**src/rtl/lgs_pkg.sv**
```systemverilog
// Package for the life generation step block.
// Holds the transaction payload types, operation codes and rule constants.
// No dependencies.
`default_nettype none

package lgs_pkg;

  // Operation codes carried in the input transaction
  localparam logic [1:0] OP_WRITE   = 2'd0;
  localparam logic [1:0] OP_ADVANCE = 2'd1;
  localparam logic [1:0] OP_READ    = 2'd2;

  // Neighbour counts of the birth / survival rule
  localparam logic [3:0] BIRTH_COUNT = 4'd3;
  localparam logic [3:0] KEEP_COUNT  = 4'd2;

  // Width used to range-check the cell coordinates (holds 256)
  localparam int IDX_W = 9;

  typedef struct packed {
    logic [1:0] operation;
    logic [4:0] row;
    logic [5:0] col;
    logic       cell_in;
  } in_item_t;

  typedef struct packed {
    logic cell_out;
    logic generation_done;
  } out_item_t;

endpackage

`default_nettype wire

```
**src/rtl/life_generation_step.sv**
```systemverilog
// Life generation step: one-bit cell grid with birth on 3, survival on 2 or 3.
// Holds the row memory, the window registers and the sequencer.
// Depends on lgs_pkg.
//
// Usage
//   Input channel (in_valid / in_stall / in_data) carries one transaction:
//   write a cell, read a cell or advance the grid by one generation.
//   Output channel (out_valid / out_stall / out_data) returns one result for
//   a read (cell value) or an advance (generation_done set); a write gives
//   none. Coordinates outside the grid: a write is dropped, a read returns 0.
//   The grid is a memory of ROWS words of COLS bits, one row per word.
//   The advance sweeps rows 1 to ROWS-1 and columns 1 to COLS-1 one cell per
//   cycle within a row through a single neighbour-count unit; row 0 and
//   column 0 keep their values. Each row of the memory is read once and
//   each swept row is written once.
//   One transaction is in work at a time; in_stall is high while busy.
//   Reset clears the per-row valid bits, so every cell reads as dead; no
//   clearing pass is needed. A result that the receiver stalls is held in
//   the output register; the block then waits before taking more work only
//   if a further result is ready to be loaded.
`default_nettype none

module life_generation_step
  import lgs_pkg::*;
#(
  parameter int ROWS = 32,
  parameter int COLS = 64
) (
  input  wire logic      clk,
  input  wire logic      rst_n,
  input  wire logic      in_valid,
  output logic           in_stall,
  input  wire in_item_t  in_data,
  output logic           out_valid,
  input  wire logic      out_stall,
  output out_item_t      out_data
);

  localparam int RW = $clog2(ROWS);
  localparam int CW = $clog2(COLS);

  localparam logic [3:0] S_IDLE   = 4'd0;
  localparam logic [3:0] S_WR_MOD = 4'd1;
  localparam logic [3:0] S_RD_SEL = 4'd2;
  localparam logic [3:0] S_RESP   = 4'd3;
  localparam logic [3:0] S_G_RD0  = 4'd4;
  localparam logic [3:0] S_G_RD1  = 4'd5;
  localparam logic [3:0] S_G_RD2  = 4'd6;
  localparam logic [3:0] S_G_LD   = 4'd7;
  localparam logic [3:0] S_G_CELL = 4'd8;
  localparam logic [3:0] S_G_WR   = 4'd9;

  // Row memory and per-row valid bits
  logic [COLS-1:0] mem [ROWS];
  logic [ROWS-1:0] row_vld_r;
  logic [COLS-1:0] rd_data_r;
  logic            rd_vld_r;

  logic            rd_en;
  logic [RW-1:0]   rd_addr;
  logic            wr_en;
  logic [RW-1:0]   wr_addr;
  logic [COLS-1:0] wr_data;
  logic [COLS-1:0] rd_row;

  // Sequencer and datapath registers
  logic [3:0]      state_r, state_nxt;
  logic [RW-1:0]   op_row_r, op_row_nxt;
  logic [CW-1:0]   op_col_r, op_col_nxt;
  logic            op_val_r, op_val_nxt;
  logic            resp_cell_r, resp_cell_nxt;
  logic            resp_gen_r, resp_gen_nxt;
  logic            out_valid_r, out_valid_nxt;
  out_item_t       out_data_r, out_data_nxt;

  logic [RW-1:0]   gen_row_r, gen_row_nxt;
  logic [CW-1:0]   col_r, col_nxt;
  logic            nxt_pend_r, nxt_pend_nxt;
  logic [COLS-1:0] prev_r, prev_nxt;
  logic [COLS-1:0] cur_r, cur_nxt;
  logic [COLS-1:0] next_r, next_nxt;
  logic [COLS-1:0] new_row_r, new_row_nxt;

  // Input decode
  logic [IDX_W-1:0] in_row_ext, in_col_ext;
  logic             in_inside;
  logic             in_acc;

  // Neighbour-count unit
  logic [CW:0]     col_lo, col_mid, col_hi;
  logic [3:0]      nb_count;
  logic            cell_new;

  function automatic logic bit_at(input logic [COLS-1:0] v, input logic [CW:0] i);
    logic res;
    res = 1'b0;
    if (i < (CW+1)'(COLS)) begin
      res = v[i[CW-1:0]];
    end
    return res;
  endfunction

  assign in_stall  = (state_r != S_IDLE);
  assign in_acc    = in_valid && !in_stall;
  assign out_valid = out_valid_r;
  assign out_data  = out_data_r;

  assign in_row_ext = IDX_W'(in_data.row);
  assign in_col_ext = IDX_W'(in_data.col);
  assign in_inside  = (in_row_ext < IDX_W'(ROWS)) && (in_col_ext < IDX_W'(COLS));

  // Rows never written since reset read as dead
  assign rd_row = rd_vld_r ? rd_data_r : '0;

  // Count the eight neighbours of the current column and apply the rule
  assign col_mid = {1'b0, col_r};
  assign col_lo  = col_mid - (CW+1)'(1);
  assign col_hi  = col_mid + (CW+1)'(1);

  always_comb begin
    nb_count = 4'(bit_at(prev_r, col_lo)) + 4'(bit_at(prev_r, col_mid))
             + 4'(bit_at(prev_r, col_hi)) + 4'(bit_at(cur_r, col_lo))
             + 4'(bit_at(cur_r, col_hi))  + 4'(bit_at(next_r, col_lo))
             + 4'(bit_at(next_r, col_mid)) + 4'(bit_at(next_r, col_hi));
    cell_new = (nb_count == BIRTH_COUNT) ||
               ((nb_count == KEEP_COUNT) && bit_at(cur_r, col_mid));
  end

  // Sequencer
  always_comb begin
    state_nxt     = state_r;
    op_row_nxt    = op_row_r;
    op_col_nxt    = op_col_r;
    op_val_nxt    = op_val_r;
    resp_cell_nxt = resp_cell_r;
    resp_gen_nxt  = resp_gen_r;
    gen_row_nxt   = gen_row_r;
    col_nxt       = col_r;
    nxt_pend_nxt  = nxt_pend_r;
    prev_nxt      = prev_r;
    cur_nxt       = cur_r;
    next_nxt      = next_r;
    new_row_nxt   = new_row_r;
    out_valid_nxt = out_valid_r && out_stall;
    out_data_nxt  = out_data_r;
    rd_en         = 1'b0;
    rd_addr       = '0;
    wr_en         = 1'b0;
    wr_addr       = op_row_r;
    wr_data       = rd_row;

    unique case (state_r)
      S_IDLE: begin
        if (in_acc) begin
          op_row_nxt = in_row_ext[RW-1:0];
          op_col_nxt = in_col_ext[CW-1:0];
          op_val_nxt = in_data.cell_in;
          case (in_data.operation)
            OP_WRITE: begin
              if (in_inside) begin
                rd_en     = 1'b1;
                rd_addr   = in_row_ext[RW-1:0];
                state_nxt = S_WR_MOD;
              end
            end
            OP_ADVANCE: begin
              state_nxt = S_G_RD0;
            end
            OP_READ: begin
              resp_cell_nxt = 1'b0;
              resp_gen_nxt  = 1'b0;
              if (in_inside) begin
                rd_en     = 1'b1;
                rd_addr   = in_row_ext[RW-1:0];
                state_nxt = S_RD_SEL;
              end else begin
                state_nxt = S_RESP;
              end
            end
            default: begin
              state_nxt = S_IDLE;
            end
          endcase
        end
      end
      S_WR_MOD: begin
        // Modify one bit of the row and write it back
        wr_en             = 1'b1;
        wr_addr           = op_row_r;
        wr_data           = rd_row;
        wr_data[op_col_r] = op_val_r;
        state_nxt         = S_IDLE;
      end
      S_RD_SEL: begin
        resp_cell_nxt = rd_row[op_col_r];
        resp_gen_nxt  = 1'b0;
        state_nxt     = S_RESP;
      end
      S_RESP: begin
        if (!out_valid_r || !out_stall) begin
          out_valid_nxt                = 1'b1;
          out_data_nxt.cell_out        = resp_cell_r;
          out_data_nxt.generation_done = resp_gen_r;
          state_nxt                    = S_IDLE;
        end
      end
      S_G_RD0: begin
        rd_en       = 1'b1;
        rd_addr     = '0;
        gen_row_nxt = RW'(1);
        state_nxt   = S_G_RD1;
      end
      S_G_RD1: begin
        prev_nxt  = rd_row;
        rd_en     = 1'b1;
        rd_addr   = RW'(1);
        state_nxt = S_G_RD2;
      end
      S_G_RD2: begin
        cur_nxt      = rd_row;
        rd_en        = 1'b1;
        rd_addr      = RW'(2);
        nxt_pend_nxt = 1'b1;
        state_nxt    = S_G_LD;
      end
      S_G_LD: begin
        // Load the row below; below the last row everything is dead
        next_nxt    = nxt_pend_r ? rd_row : '0;
        new_row_nxt = cur_r;
        col_nxt     = CW'(1);
        state_nxt   = S_G_CELL;
      end
      S_G_CELL: begin
        new_row_nxt[col_r] = cell_new;
        if (col_r == CW'(COLS - 1)) begin
          state_nxt = S_G_WR;
        end else begin
          col_nxt = col_r + CW'(1);
        end
      end
      S_G_WR: begin
        // Store the new row, slide the window of old rows down by one
        wr_en    = 1'b1;
        wr_addr  = gen_row_r;
        wr_data  = new_row_r;
        prev_nxt = cur_r;
        cur_nxt  = next_r;
        if (gen_row_r == RW'(ROWS - 1)) begin
          resp_cell_nxt = 1'b0;
          resp_gen_nxt  = 1'b1;
          state_nxt     = S_RESP;
        end else begin
          gen_row_nxt = gen_row_r + RW'(1);
          if (({1'b0, gen_row_r} + (RW+1)'(2)) < (RW+1)'(ROWS)) begin
            rd_en        = 1'b1;
            rd_addr      = gen_row_r + RW'(2);
            nxt_pend_nxt = 1'b1;
          end else begin
            nxt_pend_nxt = 1'b0;
          end
          state_nxt = S_G_LD;
        end
      end
      default: begin
        state_nxt = S_IDLE;
      end
    endcase
  end

  // Control registers
  always_ff @(posedge clk) begin
    if (!rst_n) begin
      state_r     <= S_IDLE;
      out_valid_r <= 1'b0;
      row_vld_r   <= '0;
    end else begin
      state_r     <= state_nxt;
      out_valid_r <= out_valid_nxt;
      if (wr_en) begin
        row_vld_r[wr_addr] <= 1'b1;
      end
    end
  end

  // Payload registers
  always_ff @(posedge clk) begin
    op_row_r    <= op_row_nxt;
    op_col_r    <= op_col_nxt;
    op_val_r    <= op_val_nxt;
    resp_cell_r <= resp_cell_nxt;
    resp_gen_r  <= resp_gen_nxt;
    out_data_r  <= out_data_nxt;
    gen_row_r   <= gen_row_nxt;
    col_r       <= col_nxt;
    nxt_pend_r  <= nxt_pend_nxt;
    prev_r      <= prev_nxt;
    cur_r       <= cur_nxt;
    next_r      <= next_nxt;
    new_row_r   <= new_row_nxt;
  end

  // Row memory: one write and one registered read per cycle
  always_ff @(posedge clk) begin
    if (wr_en) begin
      mem[wr_addr] <= wr_data;
    end
    if (rd_en) begin
      rd_data_r <= mem[rd_addr];
      rd_vld_r  <= row_vld_r[rd_addr];
    end
  end

  // Assertions
  a_rd_wr_apart: assert property (@(posedge clk) disable iff (!rst_n)
    (rd_en && wr_en) |-> (rd_addr != wr_addr))
    else $error("row memory read and written at the same row");

  a_col_nonzero: assert property (@(posedge clk) disable iff (!rst_n)
    (state_r == S_G_CELL) |-> (col_r != '0))
    else $error("column zero entered the generation sweep");

  a_result_kind: assert property (@(posedge clk) disable iff (!rst_n)
    out_valid_r |-> !(out_data_r.cell_out && out_data_r.generation_done))
    else $error("generation result carries a cell value");

  a_busy_after_adv: assert property (@(posedge clk) disable iff (!rst_n)
    (in_acc && (in_data.operation == OP_ADVANCE)) |=> (state_r == S_G_RD0))
    else $error("advance transaction did not start the sweep");

endmodule

`default_nettype wire
```
**config.mk**
```make
export PLATFORM = sky130hd
export DESIGN_NAME = life_generation_step
export DESIGN_NICKNAME = d
export VERILOG_FILES = /design/src/rtl/lgs_pkg.sv /design/src/rtl/life_generation_step.sv
export SDC_FILE = /design/constraint.sdc
export NUM_CORES = 2
export LEC_CHECK = 0
export BUFFER_PORTS_ARGS = -buffer_cell sky130_fd_sc_hd__buf_4
export CAP_MARGIN = 15
export CORE_MARGIN = 2
export CORE_UTILIZATION = 25
export DETAILED_ROUTE_END_ITERATION = 10
export PLACE_DENSITY_LB_ADDON = 0.3
export SLEW_MARGIN = 20
export SYNTH_ARGS = -nofsm -noshare
export SYNTH_HDL_FRONTEND = slang
export SYNTH_SLANG_ARGS = --single-unit
```
**constraint.sdc**
```tcl
create_clock -name clk -period 6.55 [get_ports clk]
set_input_delay 0.9825 -clock clk [delete_from_list [all_inputs] [get_ports clk]]
set_output_delay 0.9825 -clock clk [all_outputs]
set_load 0.05 [all_outputs]
```
==> flow_summary_export.csv <==
group,metric,value,unit
timing,fin_worst_skew,53.6,ps
timing,period_share,97.4,%
cts,htreeDepth,5,
floorplan,initial_core_util,25.1,%
critical_path,critical-path-top-delay-family,"adder cells",
cts,numCtsBuffers,273,
critical_path,cp-end-kind,"flop",
timing,finalSetupViolations,0,
synthesis,ys_types,68,
synthesis,synth_ff_type,"edfxtp_1",
timing,whs,304,ps
synthesis,synth-seq-cells,2434,
synthesis,netlist_instances,6844,
final_layout,fillerInstances,40200,
floorplan,ios,22,
final_layout,fin_util,29.4,%
critical_path,worstPathRequired,7210,ps
cts,cts.clk_slew.worst_paths,60,ps
timing,maxSlewViolCount,0,
final_layout,postLayoutCellArea,0.119,mm^2
floorplan,die_y,641,um
global_routing,grt_max_degree,133,
timing,slew_headroom,24.0,%
pwr,leakagePower,38.3,nW
final_layout,mostFrequentLayoutCells,"edfxtp_1 (2397), nand2_1 (1531), nand3_1 (408)",
critical_path,crit_path_top_delay_cell,"fa_1",
timing,timing.fmax,0.157,GHz
cts,cts_tree,"done",
detailed_routing,drtPass1Iterations,8,
floorplan,die_x,641,um
job,cap_violations,0,
global_routing,grt_first_pass_wirelength,494000,um
global_routing,grt_antenna_before_repair,23,
detailed_routing,dr.first_iter.drc_count,8497,
synthesis,ys_async_sr_fraction,0,%
cts,holdBufCountCts,0,
final_layout,layout_commonest_cell,"edfxtp_1",
global_routing,grtUsageTotal,16.8,%
critical_path,cp_data_arrival_time,7050,ps
cts,cts-root-buf,"clkbuf_16",
timing,rsz0062_at_grt,"false",
floorplan,num_rows,233,
hold_path,hold_path.class,"primary input to flop",
placed_design,place_congestion,0.920,
detailed_routing,ant_nets,0,
placed_design,postPlaceCellArea,0.110,mm^2
cts,clockBufferDepth,4,
cts,clock_sinks,2434,
critical_path,critical_path_buf_inv_count,3,
critical_path,crit_type,"flop to flop",
detailed_routing,via_count,64200,
floorplan,dieArea,0.411,mm^2
synthesis,ys_warn_count,0,
final_layout,regArea,0.0727,mm^2
placed_design,place_hpwl,204000,um
final_layout,syn_to_final_growth,17.0,%
synthesis,synth_edf_count,2397,
final_layout,nets,6944,
floorplan,core-area,0.403,mm^2
synthesis,netlist_area,0.101,mm^2
global_routing,grt_pass1_vias,61500,
placed_design,port-buffer-count,21,
critical_path,worst-path-max-fanout,23,
cts,clock_latency,880,ps
timing,worst_pin_slew,1140,ps
status,outcome,"complete, no violations",
synthesis,postSynthAreaPerCell,14.8,um^2
synthesis,synth_fp_nets,6874,
timing,timing.final.hold_violations,0,
critical_path,cp-start-kind,"flop",
detailed_routing,vias_per_cell,5.12,
final_layout,multi_input_area,0.0274,mm^2
detailed_routing,wl_per_cell,28.3,um
detailed_routing,drc,0,
detailed_routing,drt-total-wl,354000,um
final_layout,drive_gt1_share,16.2,%
critical_path,crit_chain,"inv_1 -> ha_4 -> buf_12 -> mux4_2 -> mux4_2 -> mux2_2 -> o211ai_1 -> fa_1 -> inv_1 -> fa_1 -> fa_1 -> ha_1 -> fa_1 -> o21a_1 -> nand2_1 -> o21ai_0",
pwr,ir_drop,0.206,mV
timing,finalCriticalPeriod,6380,ps
pwr,power.density,297,mW/mm^2
critical_path,worst_path_largest_cell_delay,540,ps
critical_path,crit_top_cell,"fa_1",
synthesis,ys_seq_area_share,71.7,%
global_routing,overflow,0,
[path summary, 6_finish.rpt]
kind	start	end	slack [ps]	cells past startpoint
max	col_r[0]	new_row_r[39]	170	16
min	in_data[2]	op_col_r[1]	300	1
min reg2reg	resp_gen_r	out_data[0]	420	0
max reg2reg	col_r[0]	new_row_r[39]	170	16
[stage by stage]
stage	TNS (ps)	total power [mW]	worst slack (ps)	cells
2_1_floorplan	0	19.3	97.3	6844
3_3_place_gp	-51.9	20.5	-18.6	12000
3_5_place_dp	0	20.6	30.8	12000
4_1_cts	0	35.5	174	12500
5_1_grt	0	36.2	10.2	12500
6_report	0	35.2	167	12500
[cell type report]
class | count | area share [%]
well taps | 5405 | 5.70
clock inverters | 144 | 1.11
repair buffers | 310 | 2.68
clock buffers | 341 | 6.10
diodes | 7 | 0.0148
multi-input cells | 3886 | 23.1
inverters | 9 | 0.0348
flip-flops and latches | 2434 | 61.3
[cell usage after synthesis, drive strengths merged (37+ instances only)]
| cell type | count | share of area [%] |
|---|---|---|
| a21oi | 76 | 0.38 |
| a221oi | 67 | 0.58 |
| a22oi | 66 | 0.49 |
| a31oi | 201 | 1.2 |
| a32oi | 70 | 0.60 |
| and3 | 73 | 0.45 |
| buf | 224 | 1.2 |
| clkbuf | 291 | 1.1 |
| dfxtp | 37 | 0.73 |
| edfxtp | 2397 | 71 |
| mux2i | 195 | 1.9 |
| mux4 | 305 | 6.8 |
| nand2 | 1534 | 5.7 |
| nand3 | 409 | 2.0 |
| nor2 | 75 | 0.28 |
| o2111ai | 128 | 1.1 |
| o211ai | 66 | 0.49 |
| o21ai | 335 | 1.7 |
| o221ai | 74 | 0.64 |
[flip-flops by register name, summed over array words and instances (netlist names)]
register and count:
cur_r 64, state_r 4, col_r 6, row_vld_r 32, prev_r 64, gen_row_r 5, rd_data_r 64, next_r 64
out_valid 1, nxt_pend_r 1, new_row_r 64, op_col_r 6, resp_gen_r 1, mem 2048, resp_cell_r 1, rd_vld_r 1
out_data 2, op_row_r 5, op_val_r 1
[power breakdown]
part	leakage, nW	internal [mW]	switching, mW
Combinational	11.9	0.655	1.96
Clock	4.16	8.59	6.36
Sequential	22.2	17.6	0.131
[cells by family (layout without fill, tap and decap cells)]
| kind of cell | Yosys count | count (layout) | synth area share, % |
|---|---|---|---|
| xor+xnor | 12 | 12 | 0.104 |
| simple gates | 2184 | 2184 | 9.08 |
| buf+inv | 524 | 804 | 2.27 |
| flops | 2434 | 2434 | 71.7 |
| mux | 517 | 517 | 8.89 |
| fa+ha+maj | 12 | 12 | 0.178 |
| other cells | 0 | 7 | 0 |
| compound gates | 1161 | 1161 | 7.78 |
[metal layers]
layer	vias to the layer above	global-route usage (%)	wire, um
li1	26900	-	-
met1	33700	23.4	152000
met2	3078	26.7	163000
met3	570	2.91	28700
met4	8	4.82	10900
met5	-	0	47
[timing repair]
item	4_1_cts	5_1_grt
gates resized for setup	1	0
setup endpoints to repair	4	0
setup buffers	1	0
(Power assumes the default switching activity.)
